$ cat src/rtl/core/hbpwm_pkg.sv
// Shared types and constants for the H-bridge PWM and beep driver.
// No dependencies; imported by the controller, datapath and top level.
`timescale 1ns / 1ps

package hbpwm_pkg;

   // Input command codes (req_tuser)
   localparam logic [2:0] MODE_TICK = 3'd0;
   localparam logic [2:0] MODE_FWD  = 3'd1;
   localparam logic [2:0] MODE_BWD  = 3'd2;
   localparam logic [2:0] MODE_BEEP = 3'd3;
   localparam logic [2:0] MODE_STOP = 3'd4;

   // Activity codes
   localparam logic [1:0] ACT_STOP = 2'd0;
   localparam logic [1:0] ACT_FWD  = 2'd1;
   localparam logic [1:0] ACT_BWD  = 2'd2;
   localparam logic [1:0] ACT_BEEP = 2'd3;

   // Beep time base and divider sizing
   localparam int unsigned BEEP_CLOCK_HZ = 1000000;
   localparam int unsigned DIV_STEPS     = 20;
   localparam int unsigned DIV_CNT_W     = 5;

   // CSR register indexes
   localparam logic [1:0] REG_RUN_PSC  = 2'd0;
   localparam logic [1:0] REG_BEEP_PSC = 2'd1;
   localparam logic [1:0] REG_DEADBAND = 2'd2;

   typedef enum logic [2:0] {
      S_IDLE = 3'b001,
      S_DIV  = 3'b010,
      S_FIN  = 3'b100
   } state_type;

   typedef struct packed {
      logic item_load;   // single-cycle transaction takes effect
      logic div_start;   // beep accepted, load divider
      logic div_step;    // one quotient bit
      logic div_commit;  // apply beep period and emit result
   } cmd_type;

   typedef struct packed {
      logic long_cmd;    // pending input is a beep that needs the divider
      logic div_last;    // final quotient bit this cycle
      logic out_free;    // result register can take a new value
   } status_type;

   typedef struct packed {
      logic [15:0] run_psc;
      logic [15:0] beep_psc;
      logic [15:0] deadband;
   } cfg_type;

endpackage

$ cat src/rtl/core/hbridge_pwm_and_beep_driver.sv
// H-bridge PWM and beep driver, top level: CSR block, controller, datapath.
// Tick, run and stop transactions: result registered in the cycle after acceptance,
// one per cycle while the receiver keeps up. Beep transaction: result registered
// after the 20-step bit-serial period divider; input is held off until it is out.
// Synchronous active-high reset: bridge stopped, counters and CSRs cleared.
// Depends on hbpwm_pkg, hbpwm_ctrl, hbpwm_datapath.
`timescale 1ns / 1ps

module hbridge_pwm_and_beep_driver #(
   parameter int unsigned DUTY_BITS = 10   // PWM resolution, 4..16
) (
   input  logic        clock,
   input  logic        reset,
   // command stream
   input  logic        req_tvalid,
   output logic        req_tready,
   input  logic [39:0] req_tdata,   // [15:0] level, [35:16] freq, [39:36] zero
   input  logic [2:0]  req_tuser,   // [2:0] mode
   // result stream
   output logic        rsp_tvalid,
   input  logic        rsp_tready,
   output logic [7:0]  rsp_tdata,   // [0] leg_a, [1] leg_b, [3:2] activity, [7:4] zero
   // CSR port
   input  logic        csr_psel,
   input  logic        csr_penable,
   input  logic        csr_pwrite,
   input  logic [3:0]  csr_paddr,
   input  logic [31:0] csr_pwdata,
   output logic [31:0] csr_prdata,
   output logic        csr_pready
);
   import hbpwm_pkg::*;

   logic [15:0] run_psc_ff;
   logic [15:0] beep_psc_ff;
   logic [15:0] deadband_ff;
   logic        csr_wr;
   cfg_type     cfg;
   cmd_type     cmd;
   status_type  sts;
   logic        leg_a, leg_b;
   logic [1:0]  activity;

   // ---------------- CSR block ----------------
   // Registers sit at byte offsets 0, 4, 8; writes land on the access phase.
   assign csr_pready = 1'b1;
   assign csr_wr     = csr_psel && csr_penable && csr_pwrite;

   always_ff @(posedge clock) begin
      if (reset) begin
         run_psc_ff  <= '0;
         beep_psc_ff <= '0;
         deadband_ff <= '0;
      end else if (csr_wr) begin
         unique case (csr_paddr[3:2])
            REG_RUN_PSC:  run_psc_ff  <= csr_pwdata[15:0];
            REG_BEEP_PSC: beep_psc_ff <= csr_pwdata[15:0];
            REG_DEADBAND: deadband_ff <= csr_pwdata[15:0];
            default: ;
         endcase
      end
   end

   always_comb begin
      unique case (csr_paddr[3:2])
         REG_RUN_PSC:  csr_prdata = {16'd0, run_psc_ff};
         REG_BEEP_PSC: csr_prdata = {16'd0, beep_psc_ff};
         REG_DEADBAND: csr_prdata = {16'd0, deadband_ff};
         default:      csr_prdata = '0;
      endcase
   end

   assign cfg.run_psc  = run_psc_ff;
   assign cfg.beep_psc = beep_psc_ff;
   assign cfg.deadband = deadband_ff;

   // ---------------- controller ----------------
   // Accepts a transaction when idle and the result register is empty or
   // draining; beeps with a frequency of 2 or more divert into the divide sequence.
   hbpwm_ctrl u_ctrl (
      .clock      (clock),
      .reset      (reset),
      .req_tvalid (req_tvalid),
      .req_tready (req_tready),
      .sts        (sts),
      .cmd        (cmd)
   );

   // ---------------- datapath ----------------
   // Holds mode, compare, top and both counters, the beep period divider
   // and the registered result.
   hbpwm_datapath #(
      .DUTY_BITS (DUTY_BITS)
   ) u_dp (
      .clock        (clock),
      .reset        (reset),
      .cfg          (cfg),
      .req_mode     (req_tuser),
      .req_level    (req_tdata[15:0]),
      .req_freq     (req_tdata[35:16]),
      .cmd          (cmd),
      .sts          (sts),
      .rsp_tvalid   (rsp_tvalid),
      .rsp_tready   (rsp_tready),
      .rsp_leg_a    (leg_a),
      .rsp_leg_b    (leg_b),
      .rsp_activity (activity)
   );

   assign rsp_tdata = {4'd0, activity, leg_b, leg_a};

endmodule

$ cat src/rtl/core/hbpwm_ctrl.sv
// Controller FSM: sequences single-cycle transactions and the beep divide.
// Depends on hbpwm_pkg.
`timescale 1ns / 1ps

module hbpwm_ctrl (
   input  logic                 clock,
   input  logic                 reset,
   input  logic                 req_tvalid,
   output logic                 req_tready,
   input  hbpwm_pkg::status_type sts,
   output hbpwm_pkg::cmd_type    cmd
);
   import hbpwm_pkg::*;

   state_type state_ff, state_in;
   logic      fire;

   assign req_tready = (state_ff == S_IDLE) && sts.out_free;
   assign fire       = req_tvalid && req_tready;

   always_comb begin
      state_in       = state_ff;
      cmd            = '0;
      unique case (state_ff)
         S_IDLE: begin
            if (fire) begin
               if (sts.long_cmd) begin
                  cmd.div_start = 1'b1;
                  state_in      = S_DIV;
               end else begin
                  cmd.item_load = 1'b1;
               end
            end
         end
         S_DIV: begin
            cmd.div_step = 1'b1;
            if (sts.div_last) state_in = S_FIN;
         end
         S_FIN: begin
            cmd.div_commit = 1'b1;
            state_in       = S_IDLE;
         end
         default: state_in = S_IDLE;
      endcase
   end

   always_ff @(posedge clock) begin
      if (reset) state_ff <= S_IDLE;
      else       state_ff <= state_in;
   end

endmodule

$ cat src/rtl/core/hbpwm_datapath.sv
// Datapath: PWM counters, mode state, beep period divider, result register.
// Depends on hbpwm_pkg.
`timescale 1ns / 1ps

module hbpwm_datapath #(
   parameter int unsigned DUTY_BITS = 10
) (
   input  logic                  clock,
   input  logic                  reset,
   input  hbpwm_pkg::cfg_type     cfg,
   input  logic [2:0]            req_mode,
   input  logic [15:0]           req_level,
   input  logic [19:0]           req_freq,
   input  hbpwm_pkg::cmd_type     cmd,
   output hbpwm_pkg::status_type  sts,
   output logic                  rsp_tvalid,
   input  logic                  rsp_tready,
   output logic                  rsp_leg_a,
   output logic                  rsp_leg_b,
   output logic [1:0]            rsp_activity
);
   import hbpwm_pkg::*;

   localparam logic [16:0] FULL    = 17'd1 << DUTY_BITS;
   localparam logic [15:0] RUN_TOP = 16'(FULL - 17'd1);

   // architectural state
   logic [1:0]  mode_ff,  mode_in;
   logic [15:0] cmp_ff,   cmp_in;
   logic [15:0] top_ff,   top_in;
   logic [15:0] per_ff,   per_in;
   logic [15:0] psc_ff,   psc_in;

   // divider
   logic [18:0]          rem_ff, rem_in;
   logic [19:0]          dvd_ff, dvd_in;
   logic [18:0]          dsr_ff, dsr_in;
   logic [DIV_CNT_W-1:0] cnt_ff, cnt_in;
   logic [19:0]          shifted;
   logic [20:0]          diff;
   logic [19:0]          q_minus;
   logic [15:0]          beep_top;

   // result register
   logic       vld_ff, vld_in;
   logic       a_ff, a_in, b_ff, b_in;
   logic [1:0] act_ff;

   logic [15:0] psc_sel;
   logic        below;

   assign sts.long_cmd = (req_mode == MODE_BEEP) && (req_freq[19:1] != 19'd0);
   assign sts.div_last = (cnt_ff == DIV_CNT_W'(DIV_STEPS - 1));
   assign sts.out_free = !vld_ff || rsp_tready;

   // restoring divide, one quotient bit per cycle
   assign shifted  = {rem_ff, dvd_ff[19]};
   assign diff     = {1'b0, shifted} - {2'b00, dsr_ff};
   assign q_minus  = dvd_ff - 20'd1;
   assign beep_top = (q_minus[19:16] != 4'd0) ? 16'hFFFF : q_minus[15:0];

   always_comb begin
      rem_in = rem_ff;
      dvd_in = dvd_ff;
      dsr_in = dsr_ff;
      cnt_in = cnt_ff;
      if (cmd.div_start) begin
         rem_in = '0;
         dvd_in = 20'(BEEP_CLOCK_HZ);
         dsr_in = req_freq[19:1];
         cnt_in = '0;
      end else if (cmd.div_step) begin
         cnt_in = cnt_ff + DIV_CNT_W'(1);
         if (!diff[20]) begin
            rem_in = diff[18:0];
            dvd_in = {dvd_ff[18:0], 1'b1};
         end else begin
            rem_in = shifted[18:0];
            dvd_in = {dvd_ff[18:0], 1'b0};
         end
      end
   end

   assign psc_sel = (mode_ff == ACT_BEEP) ? cfg.beep_psc : cfg.run_psc;

   always_comb begin
      mode_in = mode_ff;
      cmp_in  = cmp_ff;
      top_in  = top_ff;
      per_in  = per_ff;
      psc_in  = psc_ff;
      if (cmd.item_load) begin
         case (req_mode)
            MODE_TICK: begin
               if (mode_ff != ACT_STOP) begin
                  if (psc_ff >= psc_sel) begin
                     psc_in = '0;
                     per_in = (per_ff >= top_ff) ? 16'd0 : per_ff + 16'd1;
                  end else begin
                     psc_in = psc_ff + 16'd1;
                  end
               end
            end
            MODE_FWD, MODE_BWD: begin
               if (req_level < cfg.deadband) begin
                  mode_in = ACT_STOP;
                  per_in  = '0;
                  psc_in  = '0;
               end else if ({1'b0, req_level} < FULL) begin
                  mode_in = (req_mode == MODE_FWD) ? ACT_FWD : ACT_BWD;
                  top_in  = RUN_TOP;
                  cmp_in  = req_level;
                  per_in  = '0;
                  psc_in  = '0;
               end
            end
            MODE_BEEP, MODE_STOP: begin
               // a beep reaching here has a frequency of 0 or 1
               mode_in = ACT_STOP;
               per_in  = '0;
               psc_in  = '0;
            end
            default: ;
         endcase
      end else if (cmd.div_commit) begin
         mode_in = ACT_BEEP;
         top_in  = beep_top;
         cmp_in  = {1'b0, beep_top[15:1]};
         per_in  = '0;
         psc_in  = '0;
      end
   end

   // leg levels from the post-update state
   assign below = per_in < cmp_in;

   always_comb begin
      a_in = 1'b0;
      b_in = 1'b0;
      case (mode_in)
         ACT_FWD:  a_in = below;
         ACT_BWD:  b_in = below;
         ACT_BEEP: begin
            a_in = below;
            b_in = !below;
         end
         default: ;
      endcase
   end

   always_comb begin
      vld_in = vld_ff;
      if (cmd.item_load || cmd.div_commit) vld_in = 1'b1;
      else if (rsp_tready)                 vld_in = 1'b0;
   end

   always_ff @(posedge clock) begin
      if (reset) begin
         mode_ff <= ACT_STOP;
         cmp_ff  <= '0;
         top_ff  <= '0;
         per_ff  <= '0;
         psc_ff  <= '0;
         vld_ff  <= 1'b0;
      end else begin
         mode_ff <= mode_in;
         cmp_ff  <= cmp_in;
         top_ff  <= top_in;
         per_ff  <= per_in;
         psc_ff  <= psc_in;
         vld_ff  <= vld_in;
      end
   end

   always_ff @(posedge clock) begin
      rem_ff <= rem_in;
      dvd_ff <= dvd_in;
      dsr_ff <= dsr_in;
      cnt_ff <= cnt_in;
      if (cmd.item_load || cmd.div_commit) begin
         a_ff   <= a_in;
         b_ff   <= b_in;
         act_ff <= mode_in;
      end
   end

   assign rsp_tvalid   = vld_ff;
   assign rsp_leg_a    = a_ff;
   assign rsp_leg_b    = b_ff;
   assign rsp_activity = act_ff;

endmodule

$ cat config.mk
export PLATFORM = sky130hd
export DESIGN_NAME = hbridge_pwm_and_beep_driver
export DESIGN_NICKNAME = d
export VERILOG_FILES = /design/src/rtl/core/hbpwm_pkg.sv /design/src/rtl/core/hbridge_pwm_and_beep_driver.sv /design/src/rtl/core/hbpwm_ctrl.sv /design/src/rtl/core/hbpwm_datapath.sv
export SDC_FILE = /design/constraint.sdc
export NUM_CORES = 1
export LEC_CHECK = 0
export BUFFER_PORTS_ARGS = -buffer_cell sky130_fd_sc_hd__buf_2
export CORE_ASPECT_RATIO = 2
export CORE_MARGIN = 2
export CORE_UTILIZATION = 30
export CTS_BUF_LIST = sky130_fd_sc_hd__clkbuf_4
export CTS_CLUSTER_SIZE = 14
export DETAILED_ROUTE_END_ITERATION = 6
export GPL_TIMING_DRIVEN = 0
export PLACE_DENSITY_LB_ADDON = 0.12
export SLEW_MARGIN = 20
export SYNTH_ARGS = -nofsm -noshare
export SYNTH_HDL_FRONTEND = slang
export SYNTH_SLANG_ARGS = --single-unit
$ cat constraint.sdc
create_clock -name clock -period 6.7 [get_ports clock]
set_clock_uncertainty 0.15 [all_clocks]
set_input_delay 1.005 -clock clock [delete_from_list [all_inputs] [get_ports clock]]
set_output_delay 1.005 -clock clock [all_outputs]
set_load 0.005 [all_outputs]
==> results of run 1 <==
## cell type report
class | count | area share, %
Clock inverter | 13 | 0.953
Tap cell | 454 | 4.60
Multi-Input combinational cell | 1006 | 52.1
Clock buffer | 19 | 1.16
Timing Repair Buffer | 84 | 3.53
Antenna cell | 2 | 0.0406
Buffer | 82 | 3.56
Sequential cell | 185 | 31.9
Inverter | 71 | 2.16
## Yosys cell counts (23+ instances only)
library cell and count:
inv_1 71, nand3_1 27, o21ai_0 57, mux2i_1 49, edfxtp_1 23, nand4_1 24, a21oi_1 140, clkbuf_1 44
nor2_1 91, nand2_1 206, ha_1 85, dfxtp_1 162, buf_4 24
## power by group
part	switching, mW	internal (mW)
Combinational	0.195	0.128
Sequential	0.0293	1.15
Clock	0.436	0.197
Total	0.660	1.48
## worst max-delay path, stage by stage (launching register included)
cell,delay (ns)
dfxtp_1,0.37
nand2_2,0.27
clkbuf_4,0.37
mux2i_1,0.42
ha_1,0.34
a21oi_1,0.15
a21boi_0,0.15
a311oi_4,0.51
nand2_2,0.26
a31o_2,0.33
or3_1,0.36
a31oi_1,0.27
ha_1,0.29
a21o_1,0.16
a21o_1,0.17
a21o_1,0.17
a21o_1,0.23
a211oi_1,0.47
nand4_1,0.17
o31ai_2,0.34
mux2i_1,0.24
## placed cells by master (no fill, tap or decap), types with 43 or more instances in the layout
| master | n |
|---|---|
| nor2_1 | 91 |
| a21oi_1 | 140 |
| dfxtp_1 | 162 |
| inv_1 | 71 |
| ha_1 | 85 |
| nand2_1 | 205 |
| mux2i_1 | 46 |
| buf_2 | 89 |
| o21ai_0 | 57 |
| clkbuf_1 | 43 |
## per-layer routing
metal	share of wire [%]	GRT usage, %	vias up
li1	-	-	4884
met1	32	15.5	4556
met2	60	41.9	155
met3	2.3	2.97	65
met4	4.7	8.64	4
met5	0.093	0	-
## registers in the layout, indices dropped and copies added, names as in the netlist, 3 cells and up
name             flops
u_dp.dvd_ff         20
u_ctrl.state_ff      3
u_dp.cmp_ff         16
u_dp.rem_ff         19
beep_psc_ff         16
u_dp.dsr_ff         19
run_psc_ff          16
u_dp.per_ff         16
u_dp.top_ff         16
deadband_ff         16
u_dp.psc_ff         16
u_dp.cnt_ff          5
## how the worst min path moves through the flow
| stage | end | cells after the start | slack, ns |
|---|---|---|---|
| 2_1_floorplan | u_dp.cmp_ff[15] | 2 | 0.27 |
| 3_3_place_gp | u_dp.dvd_ff[15] | 2 | 0.29 |
| 3_5_place_dp | u_dp.dvd_ff[15] | 2 | 0.30 |
| 4_1_cts | u_dp.dsr_ff[3] | 1 | 0.31 |
| 5_1_grt | u_dp.dsr_ff[7] | 1 | 0.32 |
| 6_report | u_dp.dvd_ff[15] | 2 | 0.31 |
## kinds of logic after synthesis
| kind of cell | Yosys count | share of synthesized area [%] |
|---|---|---|
| AND/OR/NAND/NOR | 482 | 20.9 |
| flip-flops | 185 | 35.9 |
| other | 2 | 0.0686 |
| multiplexers | 51 | 4.69 |
| buffers and inverters | 153 | 6.40 |
| AO/OA/AOI/OAI | 322 | 18.6 |
| adder cells (fa/ha/maj) | 86 | 9.90 |
| XOR/XNOR | 44 | 3.52 |
## what timing repair did
action,4_1_cts,5_1_grt
endpoints found under the setup margin,2,1
pin swaps,0,0
gates resized for setup,5,5
buffers inserted,0,0
==> metrics.cfg, run 1 <==
[detailed_routing]
routed-via-count=9664
route.detailed.wl_per_inst_um=19.0
routed_wirelength_um=36400
detail_route.iter0.violations=348
firstDrtPassIters=5
drt.antenna.violating_nets=0
drc=0
route.detailed.vias_per_inst=5.04

[timing]
max-slew-margin-rel_pct=37.0
final-max-slew-violation-count=0
timing.fmax_mhz=157
worst_slack_ns=0.325
actual_transition_at_the_worst_max_transition_pin_ns=0.938
period_utilisation_layout_pct=95.1
setup_viol_count_final=0
hold_viol=0
rsz0062_at_grt=false
totalNegativeSetupSlack_ns=0
fin_worst_hold_slack_ns=0.315
min_period_ns=6.37

[critical_path]
setup.worst_path.start=u_dp.mode_ff[0]
worstPathRequired_ns=7.05
worst_r2r_endpoint=u_dp.rsp_leg_b
setup.worst_path.end=u_dp.rsp_leg_b
regToRegSetupSlack_ns=0.33
regToRegStartpoint=u_dp.mode_ff[0]
worstPathArrival_ns=6.72
r2r_cells=20
cp-end-kind=flip-flop
worstSetupStartpointType=flip-flop
worstSetupPathType=flip-flop to flip-flop
path_max_fanout=10

[cts]
total_number_of_h_tree_levels=4
clock_tree_from_tritoncts=done
clkSlewWorstSetupHoldPaths_ns=0.17
clk_latency_ns=0.66
cts_buf_count=17
tritoncts_num_sinks=185
post_cts_hold_buffer_count=0
clk_path_buf_depth=2
cts-root-buf=clkbuf_4

[power_and_ir_drop]
power-per-cell-area_mw_per_mm2=173
leakage_nw=4.95
irDropWorstVdd_mv=0.0964
finalPower_mw=2.14

[global_route]
antenna_found_initial=3
global_route_congestion_overflow_total=0
globalRouteTotalUtil_pct=18.9
largest_net_degree_at_the_start_of_global_routing=24
first_global_vias=9730
grt_first_pass_wirelength_um=54500

[floorplanning]
die_area_mm2=0.0381
initial_utilization_pct=30.2
core_box_area_mm2=0.0363
dieHeight_um=274
placement_rows=99
die_width_um=139
boundaryPins=129

[placed_design]
finalWeightedCongestion=0.907
place_inst=1882
dp_area_mm2=0.0120
place_worst_setup_slack_ns=-0.405
dp_hpwl_um=30000
buffer_ports.inserted=83

[finish]
nets=1619
register_area_mm2=0.00393
fin_util_pct=34.0
post-route-cell-area_mm2=0.0123
post_layout_nonfiller_instances=1916
drive_above_1_share_pct=12.8
multiInputGateArea_mm2=0.00643
fillers=3932
synthToLayoutAreaGrowth_pct=12.7

[flow_run]
timing.max_cap.violations=0

[synth]
syn_inst=1325
synthFlopType=dfxtp_1
ys_seq_area_share_pct=35.9
async_flop_share_pct=0
synth_enable_flop_cells=23
syn_avg_cell_area_um2=8.26
synth_area_mm2=0.0109
post_synth_main_area_contributors=dfxtp_1, ha_1, nand2_1
synth.distinct_cells=84
yosys_warnings=0
netlist.area_leader.share_pct=29.6
flip_flop_and_latch_count_after_synthesis=185
synth_top_area_cell=dfxtp_1

[worst_hold_path]
timing.hold.worst.class=flip-flop to flip-flop
min-delay-start=u_dp.dvd_ff[15]

[outcome]
status=finished, final reports clean

Power figures use the tool's default switching activity.
==> run 2, diff against run 1 <==
--- a/config.mk
+++ b/config.mk
@@ -8,12 +8,13 @@
 export BUFFER_PORTS_ARGS = -buffer_cell sky130_fd_sc_hd__buf_2
 export CORE_ASPECT_RATIO = 2
 export CORE_MARGIN = 2
-export CORE_UTILIZATION = 30
+export CORE_UTILIZATION = 45
 export CTS_BUF_LIST = sky130_fd_sc_hd__clkbuf_4
 export CTS_CLUSTER_SIZE = 14
 export DETAILED_ROUTE_END_ITERATION = 6
 export GPL_TIMING_DRIVEN = 0
 export PLACE_DENSITY_LB_ADDON = 0.12
+export REMOVE_ABC_BUFFERS = 1
 export SLEW_MARGIN = 20
 export SYNTH_ARGS = -nofsm -noshare
 export SYNTH_HDL_FRONTEND = slang
==> run 2 against run 1 <==
  * The flow now finishes with violations (design-rule violations)
  * Count of clock-buffer cells in the layout is the same
  * First-iteration DRC count rose by 21%
  * Clock power decreased by 5.1%
  * Sequential power hardly changed
  * Combinational power shrank 7.7%
  * Flip-flop and latch count unchanged
  * Total power down 2.7%
  * Die area down 33%
  * Non-clock buffer count down 75
  * Critical path depth decreased by 1
  * Worst hold slack gained 0.0028 ns
  * Critical path type unchanged
==> metrics.cfg, run 2 (same netlist as run 1, synthesis figures left out) <==
[power_and_ir_drop]
clockPowerShare_pct=28.9
irDropWorstVdd_mv=0.148
combinationalPowerShare_pct=14.3
netSwitchingFraction_pct=28.4
internal-power_mw=1.49
power.share.sequential_pct=56.8
p_sw_mw=0.592
power-per-cell-area_mw_per_mm2=177
leakage_nw=4.78
finalPower_mw=2.08

[critical_path]
r2r_cells=19
cp-end-kind=flip-flop
path_common_cell=a21o_1
path_max_fanout=16
worstPathCellList=nand2_2 > mux2_2 > ha_1 > nand2b_1 > a2111o_1 > a311oi_4 > nand2_2 > a31o_2 > or3_1 > a31oi_1 > ha_1 > a21o_1 > a21o_1 > a21o_1 > a21o_1 > a211oi_1 > nand4_1 > o31ai_1 > mux2i_1
worst_r2r_endpoint=u_dp.rsp_leg_b
slowest_stage=o31ai_1
worstSetupStartpointType=flip-flop
worstSetupPathType=flip-flop to flip-flop
cp.buffers_inverters=0
worstPathRequired_ns=6.92
largest_stage_delay_on_the_critical_path_ns=0.47
regToRegStartpoint=u_dp.mode_ff[0]
worstPathArrival_ns=6.58
timing.critical_path.max_delay_family=compound AO/OA/AOI/OAI gates
regToRegSetupSlack_ns=0.34

[floorplanning]
placement_rows=80
boundaryPins=129
die_area_mm2=0.0257
die_width_um=114
initial_utilization_pct=45.8
dieHeight_um=225
core_box_area_mm2=0.0239

[timing]
max-slew-margin-rel_pct=27.3
setup_viol_count_final=0
timing.fmax_mhz=157
actual_transition_at_the_worst_max_transition_pin_ns=1.08
period_utilisation_layout_pct=95.0
totalNegativeSetupSlack_ns=0
rsz0062_at_grt=false
min_period_ns=6.36
fin_worst_hold_slack_ns=0.318
final-max-slew-violation-count=0
hold_viol=0

[finish]
synthToLayoutAreaGrowth_pct=7.56
multiInputGateArea_mm2=0.00643
largestRegisters=u_dp.dvd_ff x20, u_dp.dsr_ff x19, u_dp.rem_ff x19
nets=1544
drive_above_1_share_pct=11.3
largest_register_ffs=20
register_area_mm2=0.00393
most_flops_register=u_dp.dvd_ff
mostFrequentLayoutCell=nand2_1
fillers=2395
mostFrequentLayoutCells=nand2_1, dfxtp_1, a21oi_1

[outcome]
violations=design-rule violations
status=complete, but fails checks

[cts]
cts_buf_count=17
clk_path_buf_depth=2
tritoncts_num_sinks=185
post_cts_hold_buffer_count=0
clk_latency_ns=0.64
clkSlewWorstSetupHoldPaths_ns=0.15
total_number_of_h_tree_levels=4
cts-root-buf=clkbuf_4
clock_tree_from_tritoncts=done
post-cts-setup-buffer-count=0

[global_route]
largest_net_degree_at_the_start_of_global_routing=54
grt.busiest_layer=met2
groute.layer.met3.usage_pct=3.85
antenna_found_initial=1
met1_usage_pct=21.5
globalRouteTotalUtil_pct=23.9
fraction_of_met2_tracks_used_by_global_routing_pct=48.5
grt_first_pass_wirelength_um=47400
global_route_congestion_overflow_total=0
first_global_vias=9383

[detailed_routing]
routed-via-count=9426
route.detailed.wl_per_inst_um=18.0
firstDrtPassIters=7
drc=2
routed_wirelength_um=30100
route.detailed.vias_per_inst=5.63
detail_route.iter0.violations=421
drt.antenna.violating_nets=0

[worst_hold_path]
hold_path_depth=2
hold_path_end=u_dp.cmp_ff[15]
timing.hold.worst.class=flip-flop to flip-flop
min-delay-start=u_dp.cmp_ff[15]

[placed_design]
finalWeightedCongestion=0.870
dp_hpwl_um=23600
buffer_ports.inserted=84

[flow_run]
timing.max_cap.violations=0

[run 2: changes by cell type in the layout (fill, tap and decap cells not counted), sizes merged]
cell / previous run / this run
inv: 76 / 73
clkinv: 7 / 8
buf: 122 / 91
bufinv: 1 / 2
clkbuf: 63 / 19
[run 2: per-layer routing]
layer	up-vias	part of all wire, %	wire [um]
li1	4737	-	-
met1	4417	35	10500
met2	201	57	17300
met3	71	2.6	795
met4	0	5.2	1570
met5	-	0	0
[run 2: through the flow]
stage | worst slack, ns | instances | area, um^2 | util, %
finish | 0.338 | 1673 | 11800 | 49.2
global route | 0.168 | 1673 | 11800 | 49.2
CTS | 0.313 | 1671 | 11800 | 49.2
detailed placement | -0.305 | 1640 | 11500 | 48.2
global placement | -0.704 | 1633 | 11400 | 47.5
floorplan | 1.29 | 1262 | 10600 | -
[run 2: area by class of cell]
class,instances,area share (%)
inverter,71,2.26
timing repair buffer,91,4.52
antenna,2,0.0425
sequential,185,33.4
clock inverter,12,0.914
clock buffer,19,1.21
tap,287,3.05
multi-input combinational,1006,54.6
[run 2: tightest hold or removal path: cells and delay by family, from the launching register on]
kind             cells  cell delay [ns]
DFF                  1             0.33
and+or+nand+nor      2             0.12
[run 2: worst max-delay path by stage]
stage | slack, ns | startpoint | depth (start not counted) | to
2_1_floorplan | 1.29 | u_dp.mode_ff[0] | 19 | u_dp.rsp_leg_b
3_3_place_gp | -0.70 | req_tdata[7] | 18 | u_dp.rsp_leg_b
3_5_place_dp | -0.30 | req_tdata[7] | 18 | u_dp.rsp_leg_b
4_1_cts | 0.31 | u_dp.mode_ff[0] | 19 | u_dp.rsp_leg_b
5_1_grt | 0.17 | u_dp.mode_ff[0] | 19 | u_dp.rsp_leg_b
6_report | 0.34 | u_dp.mode_ff[0] | 19 | u_dp.rsp_leg_b
[run 2: what timing repair did]
action	4_1_cts	5_1_grt
setup endpoints to repair	1	0
gates resized for setup	1	0
hold endpoints to repair	0	0
[run 2: power groups by stage]
stage,clock (mW),combinational (mW),sequential [mW]
6_report,0.601,0.298,1.18
5_1_grt,0.661,0.330,1.19
4_1_cts,0.629,0.299,1.18
3_5_place_dp,0,0.297,1.21
3_3_place_gp,0,0.291,1.21
2_1_floorplan,0,0.190,1.20
